## src/hw/rtl/pip_ram.sv

```systemverilog
// Generic single-port-write, single-port-read RAM with registered read data.
module pip_ram #(
    parameter int WIDTH = 8,
    parameter int DEPTH = 16
) (
    input  logic                     i_clk,
    input  logic                     i_we,
    input  logic [$clog2(DEPTH)-1:0] i_waddr,
    input  logic [WIDTH-1:0]         i_wdata,
    input  logic [$clog2(DEPTH)-1:0] i_raddr,
    output logic [WIDTH-1:0]         o_rdata
);

    logic [WIDTH-1:0] r_mem [DEPTH];
    logic [WIDTH-1:0] r_rdata;

    always_ff @(posedge i_clk) begin
        if (i_we) begin
            r_mem[i_waddr] <= i_wdata;
        end
        r_rdata <= r_mem[i_raddr];
    end

    assign o_rdata = r_rdata;

endmodule

```

## config.mk

```make
export PLATFORM = sky130hd
export DESIGN_NAME = pip_ram
export DESIGN_NICKNAME = d
export VERILOG_FILES = /design/src/hw/rtl/pip_ram.sv
export SDC_FILE = /design/constraint.sdc
export NUM_CORES = 1
export LEC_CHECK = 0
export BUFFER_PORTS_ARGS = -buffer_cell sky130_fd_sc_hd__buf_2
export CAP_MARGIN = 20
export CORE_MARGIN = 2
export CORE_UTILIZATION = 55
export DETAILED_ROUTE_END_ITERATION = 10
export PLACE_DENSITY_LB_ADDON = 0.15
export SYNTH_ARGS = -nofsm -noshare
export SYNTH_HDL_FRONTEND = slang
export SYNTH_SLANG_ARGS = --single-unit
```

## constraint.sdc

```tcl
create_clock -name i_clk -period 3.9 [get_ports i_clk]
set_clock_uncertainty 0.2 [all_clocks]
set_input_delay 0.195 -clock i_clk [delete_from_list [all_inputs] [get_ports i_clk]]
set_output_delay 0.195 -clock i_clk [all_outputs]
set_load 0.02 [all_outputs]
```

# Yosys cells after proc, flatten, opt, wreduce, memory -nomap -nowiden
# Memory sizes are Yosys's and may differ from the RTL's. A register that Yosys moved wholly into a read port is not among the register bits.
# Index checks and enable logic that the tools add are counted.
[word_totals] register_bits=0 latch_bits=0 ramBits=128 rom_bits=0 inputBits=18 output_inout_bits=8 elab_cells=3 n_memories=1
[op_classes] addsub=0 mul=0 n_div=0 order_cmp=0 n_eq_ne=0 shifts=0 mux=2 bitwise_logic=0 n_reduce_logical=0
[memory_table] name="r_mem" depth=16 word_bits=8 rd=1 rd_clocked_by_memory_dff=1 write_ports=1 line_no="14" rtl="logic [WIDTH-1:0] r_mem [DEPTH];"
[ops] op="$mux 1" n=2

# Longest topological paths before layout
[logic_depth] depth_word=2 mapped_depth=5 mapped_depth_nobuf=3

# Worst setup path after synthesis
# No wires, ideal clock.
[synth_timing] kind="input to register" from="in i_waddr[2]" to="mem r_mem[0][0], enable pin" setup_time_ns=0.383 arrival_ns=1.305 t_required_ns=3.317 slack_ns=2.012 stages=2 path_buffers=0 cell_sequence="or3b_2 nor3_1"
[synth_rtl] item="start: declaration" line_no="8" rtl="input logic [$clog2(DEPTH)-1:0] i_waddr,"
[synth_rtl] item="end: declaration" line_no="14"
# Straight into the memory's write port.

# Final worst setup path
[layout_timing] from="in i_waddr[0]" to="mem r_mem[2][5], enable pin"
# Straight into the memory's write port.

==> run metrics <==
Worst R2R End=o_rdata[7]; drt pass-1 iters=4; number of global-route vias before repair=2468; layout cells sized above 1=0.2749; Async S/R FF share, synth=0; Routed Antenna Nets=0; final net count=296; Critical Path AT=1.84 ns; Slew headroom=0.3079; Static Leakage=2.065 nW; sequential area share after synthesis=0.7778; initial antenna violation count=0; synthesized area per cell=22.48 um2; CTS tree=built; Cell variety after synth=19; CP endpoint=r_mem[2][5]; Seq pwr share=0.474; Die H=100.7 um; CTS Sinks=136; WL per Instance=23.64 um; routability cong.=0.7209; # setup viols final=0; largest net degree at the start of global routing=33; Min-Delay Path Class=in2reg; standard-cell rows=35; most instantiated cells after synthesis=edfxtp_1, mux4_2, a22oi_1; largest area contributor in the netlist=edfxtp_1; Final Critical Period=1.895 ns; Synth Register Bits=136; r2r worst-path depth=3; dpl cell area=0.005358 mm2; dpl hpwl=5.683 mm; slowest CP cell=nor2_1; Clock Path Buffers=2; top cell type's share of synthesized area=0.7467; crit path from=i_waddr[0]; main flop type after synthesis=edfxtp_1; Switching Fraction=0.1957; number of synthesized flops with an enable pin=128; I/O Buffers=25; Setup crit start kind=primary input; final worst-path cycle share=0.4860; Num CTS Buffers=17; crit end category=flop; vias per cell=5.960; final hold vios=0; Net Count, Synth=247; initial drt markers=213; Initial Utilization=0.5624; RR Startpoint=r_mem[11][7]; Post-route DRC=0; final wirelength=9.502 mm; Logic pwr share=0.046; status=complete, no violations; GRT Util Overall=0.2108; number of warning messages in the yosys log=0; area added between synthesis and finish=18.45%; routed vias=2396; R2R setup slack=2.28 ns; main area contributors after synthesis=edfxtp_1, mux4_2, mux4_1, dfxtp_1, a22oi_1; core area=0.009153 mm2; Clk network pwr share=0.480; Setup TNS=0 ns; Max Clock Freq=0.5276 GHz; Cell Pwr Density=568.8 mW/mm2; insertion delay to the later sink of the worst-skew pair=0.52 ns; Slew Limit Fails=0; count leader, synth=edfxtp_1; CP Cell Sequence=dlygate4sd3_1 > buf_2 > nand2b_1 > nor2_1; design area=0.006097 mm2; critical path class=in2reg; Pint=0.002789 W; DIE AREA=0.01015 mm2; CTS root buf=clkbuf_8; clock slew at reported path FFs=0.06 ns; switching power=0.0006787 W; synthesized area=0.005147 mm2; first-pass GRT wire length=14.56 mm; cts repair resizes=0; DIE WIDTH=100.7 um; CP max stage delay=0.75 ns; H-tree depth=4; # diodes=0; Post CTS Setup Buffer Count=0; max-cap violations=0; grt ovf=0; Worst VDD drop=313.8 uV; unrepaired setup endpoints after global routing=no; WP data required=3.84 ns; Cells after Synth=229; worst-path maximum fanout=8; Least-Margin Pin Slew=1.034 ns; Ports=26
## layer usage
layer	global-route usage	part of all wire	vias to the layer above
li1	-	-	1073
met1	0.2996	0.43	1224
met2	0.3097	0.48	84
met3	0.05825	0.067	15
met4	0.09484	0.019	0
met5	0	0	-
## how the worst min path moves through the flow
stage | start | end | slack, ns | cells after the start
after detailed placement | i_wdata[0] | r_mem[7][0] | 0.39 | 1
after global routing | i_raddr[2] | o_rdata[1] | 0.11 | 4
after floorplan | i_wdata[0] | r_mem[0][0] | 0.09 | 0
after global placement | i_wdata[0] | r_mem[6][0] | 0.38 | 1
after CTS | i_raddr[3] | o_rdata[3] | 0.03 | 4
final | i_raddr[3] | o_rdata[3] | 0.05 | 4
## flip-flops by register name (all words and copies together) (netlist names)
register	cells
r_mem	128
o_rdata	8
## repair_timing
item                                   in CTS  in global routing
hold buffers                               11                  0
endpoints found under the hold margin     138                  0
setup endpoints to repair                   0                  0
## per-stage QoR
stage / hold WS [ns] / utilization / worst slack [ns] / instances / total power, W
3_3_place_gp: 0.3808 / 0.5848 / 1.440 / 358 / 0.001824
6_report: 0.05138 / 0.6662 / 2.005 / 402 / 0.003468
2_1_floorplan: 0.09387 / - / 2.012 / 229 / 0.001766
4_1_cts: 0.03162 / 0.6662 / 1.984 / 402 / 0.003488
3_5_place_dp: 0.3908 / 0.5854 / 1.494 / 359 / 0.001828
5_1_grt: 0.1144 / 0.6662 / 1.865 / 402 / 0.003563
## power by group through the flow
| stage | Combinational, W | Sequential, W | Clock (W) |
|---|---|---|---|
| after floorplan | 0.0000829 | 0.00168 | 0 |
| after global placement | 0.000151 | 0.00167 | 0 |
| after detailed placement | 0.000153 | 0.00167 | 0 |
| after CTS | 0.000162 | 0.00164 | 0.00168 |
| after global routing | 0.000174 | 0.00165 | 0.00174 |
| final | 0.000159 | 0.00164 | 0.00167 |
## cells by family after synthesis
| logic type | synth area share |
|---|---|
| and+or+nand+nor | 0.03184 |
| DFF | 0.7778 |
| buffers and inverters | 0.01677 |
| AOI/OAI and AO/OA | 0.02334 |
| muxes | 0.1502 |
## worst max-delay path, delay by kind of cell
family	cells	cell delay (ns)
buf+inv	2	0.69
simple gates	2	0.94
## layout by cell type, fill, tap and decap left out
cell           instances
edfxtp_1             128
buf_2                 26
mux4_2                18
a22oi_1               16
clkbuf_16             16
mux4_1                14
nor2_1                13
dlygate4sd3_1         11
nand2_1                9
dfxtp_1                8
clkbuf_8               4
bufinv_16              4
nor3_1                 3
clkinvlp_4             3
buf_4                  3
nand3b_1               2
nand2b_1               2
clkinv_2               2
clkinv_4               2
nor2b_1                1
and2_1                 1
and2b_1                1
nand3_1                1
nor3_2                 1
or3b_2                 1
clkbuf_1               1
## area by class of cell
type	count	area (um2)
fillers	585	3055
well taps	111	138.9
repair buffers	40	262.8
flip-flops and latches	136	4004
multi-input cells	83	1062
clock inverters	11	170.2
clock buffers	21	459.2
Note: power is estimated with default switching activity, not from simulation.
